**config.mk**
```make
export PLATFORM = sky130hd
export DESIGN_NAME = mode_select_list_parser
export DESIGN_NICKNAME = d
export VERILOG_FILES = /design/src/rtl/mlsp_pkg.sv /design/src/rtl/mlsp_parser.sv /design/src/rtl/mlsp_out_fifo.sv /design/src/rtl/mode_select_list_parser.sv
export SDC_FILE = /design/constraint.sdc
export NUM_CORES = 1
export LEC_CHECK = 0
export BUFFER_PORTS_ARGS = -buffer_cell sky130_fd_sc_hd__buf_2
export CAP_MARGIN = 20
export CORE_ASPECT_RATIO = 1.75
export CORE_MARGIN = 4
export CORE_UTILIZATION = 60
export DETAILED_ROUTE_END_ITERATION = 6
export PLACE_DENSITY = 0.78
export SLEW_MARGIN = 25
export SYNTH_ARGS = -nofsm -noshare
export SYNTH_HDL_FRONTEND = slang
export SYNTH_HIERARCHICAL = 1
export SYNTH_SLANG_ARGS = --single-unit
```
**constraint.sdc**
```tcl
create_clock -name clk -period 16.3 [get_ports clk]
set_clock_uncertainty 0.15 [all_clocks]
set_input_delay 1.63 -clock clk [delete_from_list [all_inputs] [get_ports clk]]
set_output_delay 1.63 -clock clk [all_outputs]
set_load 0.005 [all_outputs]
```
**src/rtl/mlsp_pkg.sv**
```systemverilog
`default_nettype none
// ----------------------------------------------------------------------------
// mlsp_pkg
// Shared types and codes for the mode-select parameter list parser.
// ----------------------------------------------------------------------------
package mlsp_pkg;

  // Parse phases
  localparam logic [1:0] PH_HEADER = 2'd0;
  localparam logic [1:0] PH_DESC   = 2'd1;
  localparam logic [1:0] PH_HEAD   = 2'd2;
  localparam logic [1:0] PH_BODY   = 2'd3;

  // Summary status codes
  localparam logic [2:0] ST_OK        = 3'd0;
  localparam logic [2:0] ST_SHORT     = 3'd1;
  localparam logic [2:0] ST_DESC_OVF  = 3'd2;
  localparam logic [2:0] ST_TRUNC     = 3'd3;
  localparam logic [2:0] ST_OVERLONG  = 3'd4;

  // Result kinds
  localparam logic KIND_PAGE    = 1'b0;
  localparam logic KIND_SUMMARY = 1'b1;

  localparam int unsigned OUT_DATA_W = 104;

  typedef struct packed {
    logic        record_kind;
    logic        final_result;
    logic [2:0]  status;
    logic [5:0]  mode_code;
    logic [7:0]  body_len;
    logic [7:0]  body_offset;
    logic [4:0]  page_count;
    logic [7:0]  media_kind;
    logic [7:0]  dev_spec;
    logic [7:0]  desc_len;
    logic [23:0] block_total;
    logic [23:0] block_bytes;
  } mlsp_res_t;

endpackage : mlsp_pkg
`default_nettype wire

```
**src/rtl/mlsp_parser.sv**
```systemverilog
`default_nettype none
// ----------------------------------------------------------------------------
// mlsp_parser
// Parse state and per-byte decode; yields up to two results per accepted item.
// ----------------------------------------------------------------------------
module mlsp_parser
  import mlsp_pkg::*;
#(
  parameter int unsigned PAGE_LIMIT     = 16,
  parameter int unsigned MAX_LIST_BYTES = 255
) (
  input  wire logic       clk,
  input  wire logic       rst_n,
  input  wire logic       in_accept,
  input  wire logic [7:0] data_byte,
  input  wire logic       last_byte,
  output mlsp_res_t       res0,
  output mlsp_res_t       res1,
  output logic [1:0]      res_cnt
);

  localparam int unsigned POS_W = $clog2(MAX_LIST_BYTES + 1);
  localparam int unsigned PG_W  = $clog2(PAGE_LIMIT + 1);

  logic [POS_W-1:0] pos_r,    pos_nxt;
  logic [1:0]       phase_r,  phase_nxt;
  logic [5:0]       code_r,   code_nxt;
  logic [7:0]       len_r,    len_nxt;
  logic [7:0]       start_r,  start_nxt;
  logic [7:0]       rem_r,    rem_nxt;
  logic [PG_W-1:0]  pages_r,  pages_nxt;
  logic [7:0]       med_r,    med_nxt;
  logic [7:0]       dev_r,    dev_nxt;
  logic [7:0]       desc_r,   desc_nxt;
  logic [23:0]      nblk_r,   nblk_nxt;
  logic [23:0]      blen_r,   blen_nxt;
  logic             seen_r,   seen_nxt;
  logic             ovl_r,    ovl_nxt;

  logic [15:0] pos16;
  logic        page_done;
  logic        emit;
  logic [2:0]  status;
  mlsp_res_t   rec;
  mlsp_res_t   sum;

  assign pos16 = 16'(pos_r);

  always_comb begin
    pos_nxt   = pos_r;
    phase_nxt = phase_r;
    code_nxt  = code_r;
    len_nxt   = len_r;
    start_nxt = start_r;
    rem_nxt   = rem_r;
    med_nxt   = med_r;
    dev_nxt   = dev_r;
    desc_nxt  = desc_r;
    nblk_nxt  = nblk_r;
    blen_nxt  = blen_r;
    seen_nxt  = seen_r;
    ovl_nxt   = ovl_r;
    page_done = 1'b0;

    if (pos_r == POS_W'(MAX_LIST_BYTES)) begin
      // past the list limit: drop the byte
      ovl_nxt = 1'b1;
    end else begin
      pos_nxt = pos_r + POS_W'(1);
      unique case (phase_r)
        PH_HEADER: begin
          if (pos16 == 16'd1) begin
            med_nxt = data_byte;
          end else if (pos16 == 16'd2) begin
            dev_nxt = data_byte;
          end else if (pos16 == 16'd3) begin
            desc_nxt  = data_byte;
            rem_nxt   = data_byte;
            phase_nxt = (data_byte == 8'd0) ? PH_HEAD : PH_DESC;
          end
        end
        PH_DESC: begin
          if (desc_r >= 8'd8) begin
            if (pos16 >= 16'd5 && pos16 <= 16'd7) begin
              nblk_nxt = {nblk_r[15:0], data_byte};
            end else if (pos16 >= 16'd9 && pos16 <= 16'd11) begin
              blen_nxt = {blen_r[15:0], data_byte};
            end
          end
          rem_nxt = rem_r - 8'd1;
          if (rem_r == 8'd1) begin
            phase_nxt = PH_HEAD;
          end
        end
        PH_HEAD: begin
          if (!seen_r) begin
            code_nxt  = data_byte[5:0];
            start_nxt = pos16[7:0] + 8'd2;
            seen_nxt  = 1'b1;
          end else begin
            seen_nxt = 1'b0;
            len_nxt  = data_byte;
            rem_nxt  = data_byte;
            if (data_byte == 8'd0) begin
              page_done = 1'b1;
            end else begin
              phase_nxt = PH_BODY;
            end
          end
        end
        PH_BODY: begin
          rem_nxt = rem_r - 8'd1;
          if (rem_r == 8'd1) begin
            page_done = 1'b1;
            phase_nxt = PH_HEAD;
          end
        end
      endcase
    end

    emit      = page_done && (pages_r != PG_W'(PAGE_LIMIT));
    pages_nxt = pages_r + PG_W'(emit);
  end

  // Summary status, overlong first
  always_comb begin
    priority if (ovl_nxt)               status = ST_OVERLONG;
    else if (phase_nxt == PH_HEADER)    status = ST_SHORT;
    else if (phase_nxt == PH_DESC)      status = ST_DESC_OVF;
    else if (phase_nxt == PH_BODY)      status = ST_TRUNC;
    else                                status = ST_OK;
  end

  always_comb begin
    rec              = '0;
    rec.record_kind  = KIND_PAGE;
    rec.final_result = !last_byte;
    rec.mode_code    = code_r;
    rec.body_len     = len_nxt;
    rec.body_offset  = start_r;
    rec.page_count   = 5'(pages_r);

    sum              = '0;
    sum.record_kind  = KIND_SUMMARY;
    sum.final_result = 1'b1;
    sum.status       = status;
    sum.page_count   = 5'(pages_nxt);
    if (status != ST_SHORT) begin
      sum.media_kind = med_nxt;
      sum.dev_spec   = dev_nxt;
      sum.desc_len   = desc_nxt;
    end
    if (status == ST_OK && desc_nxt >= 8'd8) begin
      sum.block_total = nblk_nxt;
      sum.block_bytes = blen_nxt;
    end

    if (emit) begin
      res0    = rec;
      res1    = sum;
      res_cnt = last_byte ? 2'd2 : 2'd1;
    end else begin
      res0    = sum;
      res1    = sum;
      res_cnt = {1'b0, last_byte};
    end
  end

  always_ff @(posedge clk) begin
    if (!rst_n || (in_accept && last_byte)) begin
      // end of list: back to the reset state
      pos_r   <= '0;
      phase_r <= PH_HEADER;
      code_r  <= '0;
      len_r   <= '0;
      start_r <= '0;
      rem_r   <= '0;
      pages_r <= '0;
      med_r   <= '0;
      dev_r   <= '0;
      desc_r  <= '0;
      nblk_r  <= '0;
      blen_r  <= '0;
      seen_r  <= 1'b0;
      ovl_r   <= 1'b0;
    end else if (in_accept) begin
      pos_r   <= pos_nxt;
      phase_r <= phase_nxt;
      code_r  <= code_nxt;
      len_r   <= len_nxt;
      start_r <= start_nxt;
      rem_r   <= rem_nxt;
      pages_r <= pages_nxt;
      med_r   <= med_nxt;
      dev_r   <= dev_nxt;
      desc_r  <= desc_nxt;
      nblk_r  <= nblk_nxt;
      blen_r  <= blen_nxt;
      seen_r  <= seen_nxt;
      ovl_r   <= ovl_nxt;
    end
  end

endmodule : mlsp_parser
`default_nettype wire

```
**src/rtl/mlsp_out_fifo.sv**
```systemverilog
`default_nettype none
// ----------------------------------------------------------------------------
// mlsp_out_fifo
// Four-entry result queue; takes up to two results per cycle, gives one per cycle while out_ready is high.
// ----------------------------------------------------------------------------
module mlsp_out_fifo
  import mlsp_pkg::*;
(
  input  wire logic       clk,
  input  wire logic       rst_n,
  input  wire logic [1:0] push_cnt,
  input  wire mlsp_res_t  push0,
  input  wire mlsp_res_t  push1,
  output logic            room2,
  output logic            out_valid,
  input  wire logic       out_ready,
  output mlsp_res_t       out_res
);

  mlsp_res_t  mem_r [4];
  logic [1:0] head_r, head_nxt;
  logic [1:0] tail_r, tail_nxt;
  logic [2:0] cnt_r,  cnt_nxt;
  logic       pop;

  assign out_valid = (cnt_r != 3'd0);
  assign pop       = out_valid && out_ready;
  assign room2     = (cnt_r <= 3'd2);
  assign out_res   = mem_r[head_r];

  always_comb begin
    head_nxt = head_r + 2'(pop);
    tail_nxt = tail_r + push_cnt;
    cnt_nxt  = cnt_r + 3'(push_cnt) - 3'(pop);
  end

  always_ff @(posedge clk) begin
    if (push_cnt != 2'd0) begin
      mem_r[tail_r] <= push0;
    end
    if (push_cnt == 2'd2) begin
      mem_r[tail_r + 2'd1] <= push1;
    end
  end

  always_ff @(posedge clk) begin
    if (!rst_n) begin
      head_r <= '0;
      tail_r <= '0;
      cnt_r  <= '0;
    end else begin
      head_r <= head_nxt;
      tail_r <= tail_nxt;
      cnt_r  <= cnt_nxt;
    end
  end

endmodule : mlsp_out_fifo
`default_nettype wire

```
**src/rtl/mode_select_list_parser.sv**
```systemverilog
`default_nettype none
// ----------------------------------------------------------------------------
// mode_select_list_parser
// Walks a mode-select parameter list byte by byte, emitting page records and
// an end-of-list summary.
//
//  channel | dir | tdata                | tuser        | tlast
//  --------+-----+----------------------+--------------+------------------
//  in_     | in  | data_byte            | -            | last_byte
//  out_    | out | status..block_bytes  | record_kind  | final_result
//
// One byte is taken per cycle; its results land in a four-entry queue the
// cycle after. in_tready stays high while the queue has room for two results,
// so the input only stalls when the consumer holds back out_tready.
// A byte that ends a kept page (one within PAGE_LIMIT) on the final byte gives two results, record first.
// rst_n (synchronous) clears the parse state and empties the queue.
// ----------------------------------------------------------------------------
module mode_select_list_parser
  import mlsp_pkg::*;
#(
  parameter int unsigned PAGE_LIMIT     = 16,
  parameter int unsigned MAX_LIST_BYTES = 255
) (
  input  wire logic                  clk,
  input  wire logic                  rst_n,
  input  wire logic                  in_tvalid,
  output logic                       in_tready,
  input  wire logic [7:0]            in_tdata,   // [7:0] data_byte
  input  wire logic                  in_tlast,   // last_byte
  output logic                       out_tvalid,
  input  wire logic                  out_tready,
  // [2:0] status, [8:3] mode_code, [16:9] body_len, [24:17] body_offset,
  // [29:25] page_count, [37:30] media_kind, [45:38] dev_spec,
  // [53:46] desc_len, [77:54] block_total, [101:78] block_bytes, rest 0
  output logic [OUT_DATA_W-1:0]      out_tdata,
  output logic                       out_tuser,  // record_kind
  output logic                       out_tlast   // final_result
);

  logic       accept;
  logic       room2;
  logic [1:0] res_cnt;
  logic [1:0] push_cnt;
  mlsp_res_t  res0;
  mlsp_res_t  res1;
  mlsp_res_t  head;

  assign in_tready = room2;
  assign accept    = in_tvalid && room2;
  assign push_cnt  = accept ? res_cnt : 2'd0;

  mlsp_parser #(
    .PAGE_LIMIT     (PAGE_LIMIT),
    .MAX_LIST_BYTES (MAX_LIST_BYTES)
  ) u_parser (
    .clk       (clk),
    .rst_n     (rst_n),
    .in_accept (accept),
    .data_byte (in_tdata),
    .last_byte (in_tlast),
    .res0      (res0),
    .res1      (res1),
    .res_cnt   (res_cnt)
  );

  mlsp_out_fifo u_out_fifo (
    .clk       (clk),
    .rst_n     (rst_n),
    .push_cnt  (push_cnt),
    .push0     (res0),
    .push1     (res1),
    .room2     (room2),
    .out_valid (out_tvalid),
    .out_ready (out_tready),
    .out_res   (head)
  );

  assign out_tuser = head.record_kind;
  assign out_tlast = head.final_result;
  assign out_tdata = {2'b00, head.block_bytes, head.block_total, head.desc_len,
                      head.dev_spec, head.media_kind, head.page_count,
                      head.body_offset, head.body_len, head.mode_code, head.status};

endmodule : mode_select_list_parser
`default_nettype wire

```
==> flow_summary_export.csv <==
group,metric,value,unit
timing,finalSetupViolCount,0,
worst_setup_path,crit_top_cell,"buf_4",
worst_setup_path,crit_chain,"buf_2 > nor4_1 > nand4_1 > a211o_1 > clkinv_1 > ha_1 > and3_1 > and4bb_4 > buf_4 > buf_4 > mux2_2",
worst_setup_path,reg2reg_depth,11,
global_routing,grt_usage,0.2668,
global_routing,grt_pass1_wl,104.9,mm
pwr,clockPowerShare,0.338,
pwr,leakagePower,10.93,nW
finish,num-nets-final,2083,
worst_setup_path,regToRegEndpoint,"u_out_fifo/mem_r[2][8]$_DFFE_PP_",
drt,via_per_inst,6.395,
placed_design,dp_hpwl,42.14,mm
clock_tree,root_buffer,"clkbuf_16",
floorplanning,fp.coreArea,46770,um2
clock_tree,cts_buffers,48,
finish,fillCellCount,3389,
worst_hold_path,hold_class,"flop to flop",
drt,ant_nets,0,
clock_tree,ctsHoldBuffers,0,
drt,vias,17110,
timing,period_minus_slack,6.392,ns
floorplanning,die-area,50940,um2
floorplanning,die_height,295.6,um
worst_setup_path,cp_slowest_cell,"buf_4",
floorplanning,die_w,172.3,um
worst_setup_path,worstReg2RegStart,"u_parser/pos_r[0]$_SDFFE_PP0P_",
synthesis,synthFlopType,"edfxtp_1",
synthesis,syn_area_per_cell,14.08,um2
timing,whs,0.3008,ns
drt,wl_per_cell,25.37,um
clock_tree,clkTransAtPathRegs,0.07,ns
pwr,p_per_area,105.3,nW/um2
worst_setup_path,crit_start,"in_tdata[5]",
timing,setup_slack,9.908,ns
finish,diodes,0,
clock_tree,clock_latency,0.57,ns
placed_design,port_buffers,118,
pwr,seqPwrFrac,0.489,
worst_setup_path,path_class,"input port to flop",
placed_design,gp_congestion,0.8751,
flow_run,drv_cap,0,
drt,route.detailed.drc,0,
worst_setup_path,path_depth,11,
worst_setup_path,worstPathMaxFanout,54,
clock_tree,ctsHtreeMaxLevel,2,
finish,drive_above_1_share,0.3536,
worst_setup_path,cp-endpoint,"u_out_fifo/mem_r[2][8]$_DFFE_PP_",
timing,period_share,0.3922,
finish,final_util,0.6529,
clock_tree,clock_sinks,542,
timing,worst_slew_pin_slew,1.059,ns
synthesis,ys_seq_elements,542,
synthesis,yosysUniqueCellTypes,65,
run_status,status,"finished, final reports clean",
floorplanning,rows,105,
synthesis,synthArstFlopShare,0,
timing,maxSlewViolCount,0,
global_routing,grt_max_degree,80,
pwr,vdd_ir_drop_max,0.09825,mV
global_routing,antenna_found_initial,1,
worst_setup_path,crit_arrival,6.55,ns
clock_tree,cts_resized,0,
synthesis,ys_warn_count,6,
worst_setup_path,cp-start-kind,"input port",
global_routing,grt_pass1_vias,18170,
pwr,p_int,2.383,mW
timing,max_freq,156.4,MHz
drt,drtPass1Iterations,7,
synthesis,synth_area,28360,um2
placed_design,pre_cts_slack,9.491,ns
synthesis,syn-instance-count,2014,
worst_setup_path,crit_buf_inv,4,
worst_setup_path,endpoint_kind,"flop",
finish,area_growth,7.686,%
pwr,finalPower,3.216,mW
synthesis,synth_edf_count,416,
global_routing,grt.overflow.total,0,
floorplanning,num_io_pins,121,
drt,drtIter0Drc,1407,
synthesis,yosysSeqAreaShare,0.5295,
floorplanning,initial_core_util,0.6063,
timing,tns,0,ns
clock_tree,cts_max_path_buffers,3,
worst_setup_path,cpPeakStageDelay,0.92,ns
timing,relSlewSlack,0.2939,
worst_setup_path,path_delay_family,"buffers and inverters",
pwr,swShare,0.2591,
pwr,pwr-share-comb,0.173,
pwr,switching_power,0.8332,mW
timing,hold_viol,0,
clock_tree,postCtsSetupBuffers,0,
clock_tree,cts_tree,"yes",
worst_setup_path,required,16.46,ns
timing,rsz0062_at_grt,"false",
drt,wl,67.86,mm
worst_setup_path,reg2reg_slack,10.38,ns
[cells by family after synthesis]
group	Yosys count	synth area share
muxes	625	0.2993
DFF	542	0.5295
and+or+nand+nor	471	0.08793
buffers and inverters	205	0.04081
AOI/OAI and AO/OA	130	0.02705
xor gates and xnor gates	22	0.007765
adders and majority gates	16	0.007324
other	3	0.0003971
[power by group through the flow]
| stage | sequential (mW) | combinational [mW] | clock (mW) |
|---|---|---|---|
| after CTS | 1.57 | 0.568 | 1.10 |
| after global routing | 1.58 | 0.599 | 1.16 |
| after floorplan | 1.58 | 0.379 | 0 |
| final | 1.57 | 0.556 | 1.09 |
| after global placement | 1.60 | 0.562 | 0 |
| after detailed placement | 1.60 | 0.565 | 0 |
[per-stage QoR]
step	instance area (um2)	cells
final	30540	2675
after global routing	30540	2675
after CTS	30540	2675
after detailed placement	29080	2592
after global placement	29070	2591
after floorplan	28440	2037
[layer usage]
layer  GRT usage  vias to the layer above  share of wire
met5           0                        -              0
met4      0.1142                        0          0.045
met3     0.02903                      160          0.051
met2      0.4874                      628           0.54
met1      0.3151                     8655           0.36
li1            -                     7663              -
[synthesized netlist by cell type (all sizes together) (15+ instances only)]
| master | instances | area share |
|---|---|---|
| clkbuf | 62 | 0.0082 |
| a21oi | 84 | 0.015 |
| nor3 | 31 | 0.0063 |
| mux2 | 416 | 0.18 |
| mux2i | 105 | 0.037 |
| nor2 | 141 | 0.019 |
| mux4 | 104 | 0.083 |
| nor4 | 55 | 0.022 |
| and2 | 21 | 0.0046 |
| nand2 | 152 | 0.020 |
| nand3 | 24 | 0.0042 |
| buf | 124 | 0.030 |
| edfxtp | 416 | 0.44 |
| dfxtp | 126 | 0.089 |
| inv | 18 | 0.0024 |
| ha | 15 | 0.0066 |
[area by class of cell]
cell class | count | area [um2] | share of cell area
clock buffers | 63 | 1289 | 0.04220
inverters | 19 | 71.32 | 0.002335
clock inverters | 20 | 167.7 | 0.005490
repair buffers | 153 | 853.3 | 0.02794
well taps | 588 | 735.7 | 0.02409
flip-flops and latches | 542 | 15020 | 0.4919
multi-input cells | 1290 | 12400 | 0.4060
[flip-flops by register name, indices dropped and copies added, names as in the netlist, 3 cells and up]
name	cells
u_out_fifo/cnt_r	3
u_parser/start_r	8
u_parser/desc_r	8
u_parser/dev_r	8
u_parser/med_r	8
u_parser/nblk_r	24
u_parser/rem_r	8
u_parser/pages_r	5
u_parser/pos_r	8
u_parser/blen_r	24
u_out_fifo/mem_r	416
u_parser/code_r	6
u_parser/len_r	8
[worst register-to-register path, delay by kind of cell, from the launching register on]
kind,cells,cell delay (ns)
buffers and inverters,3,2.11
AO/OA/AOI/OAI,1,0.65
multiplexers,1,0.46
flip-flops,1,0.53
AND/OR/NAND/NOR,4,1.13
adder cells (fa/ha/maj),2,0.65
[worst min-delay path by stage]
stage,start,endpoint,slack [ns],cells past startpoint
after detailed placement,u_parser/start_r[2]$_SDFFE_PP0P_,u_parser/start_r[2]$_SDFFE_PP0P_,0.29,2
after global routing,u_parser/start_r[0]$_SDFFE_PP0P_,u_parser/start_r[0]$_SDFFE_PP0P_,0.32,2
after global placement,u_parser/nblk_r[19]$_SDFFE_PP0P_,u_parser/nblk_r[19]$_SDFFE_PP0P_,0.29,2
after CTS,u_parser/start_r[2]$_SDFFE_PP0P_,u_parser/start_r[2]$_SDFFE_PP0P_,0.30,2
after floorplan,u_parser/code_r[0]$_SDFFE_PP0P_,u_parser/code_r[0]$_SDFFE_PP0P_,0.28,2
final,u_parser/start_r[2]$_SDFFE_PP0P_,u_parser/start_r[2]$_SDFFE_PP0P_,0.30,2
[layout by cell type, fill, tap and decap left out, types with 35 or more instances in the layout]
master     netlist  final
mux2i_1        105    105
clkbuf_16        0     49
mux4_2         104    104
nand2_1        152    149
buf_4           38     35
mux2_2         247    247
dfxtp_1        126    124
nor4_2          42     40
a21oi_1         84     84
nor2_1         141    140
mux2_4         109    109
mux2_1          60     60
edfxtp_1       416    416
buf_2           58    118
Note: power is estimated with default switching activity, not from simulation.
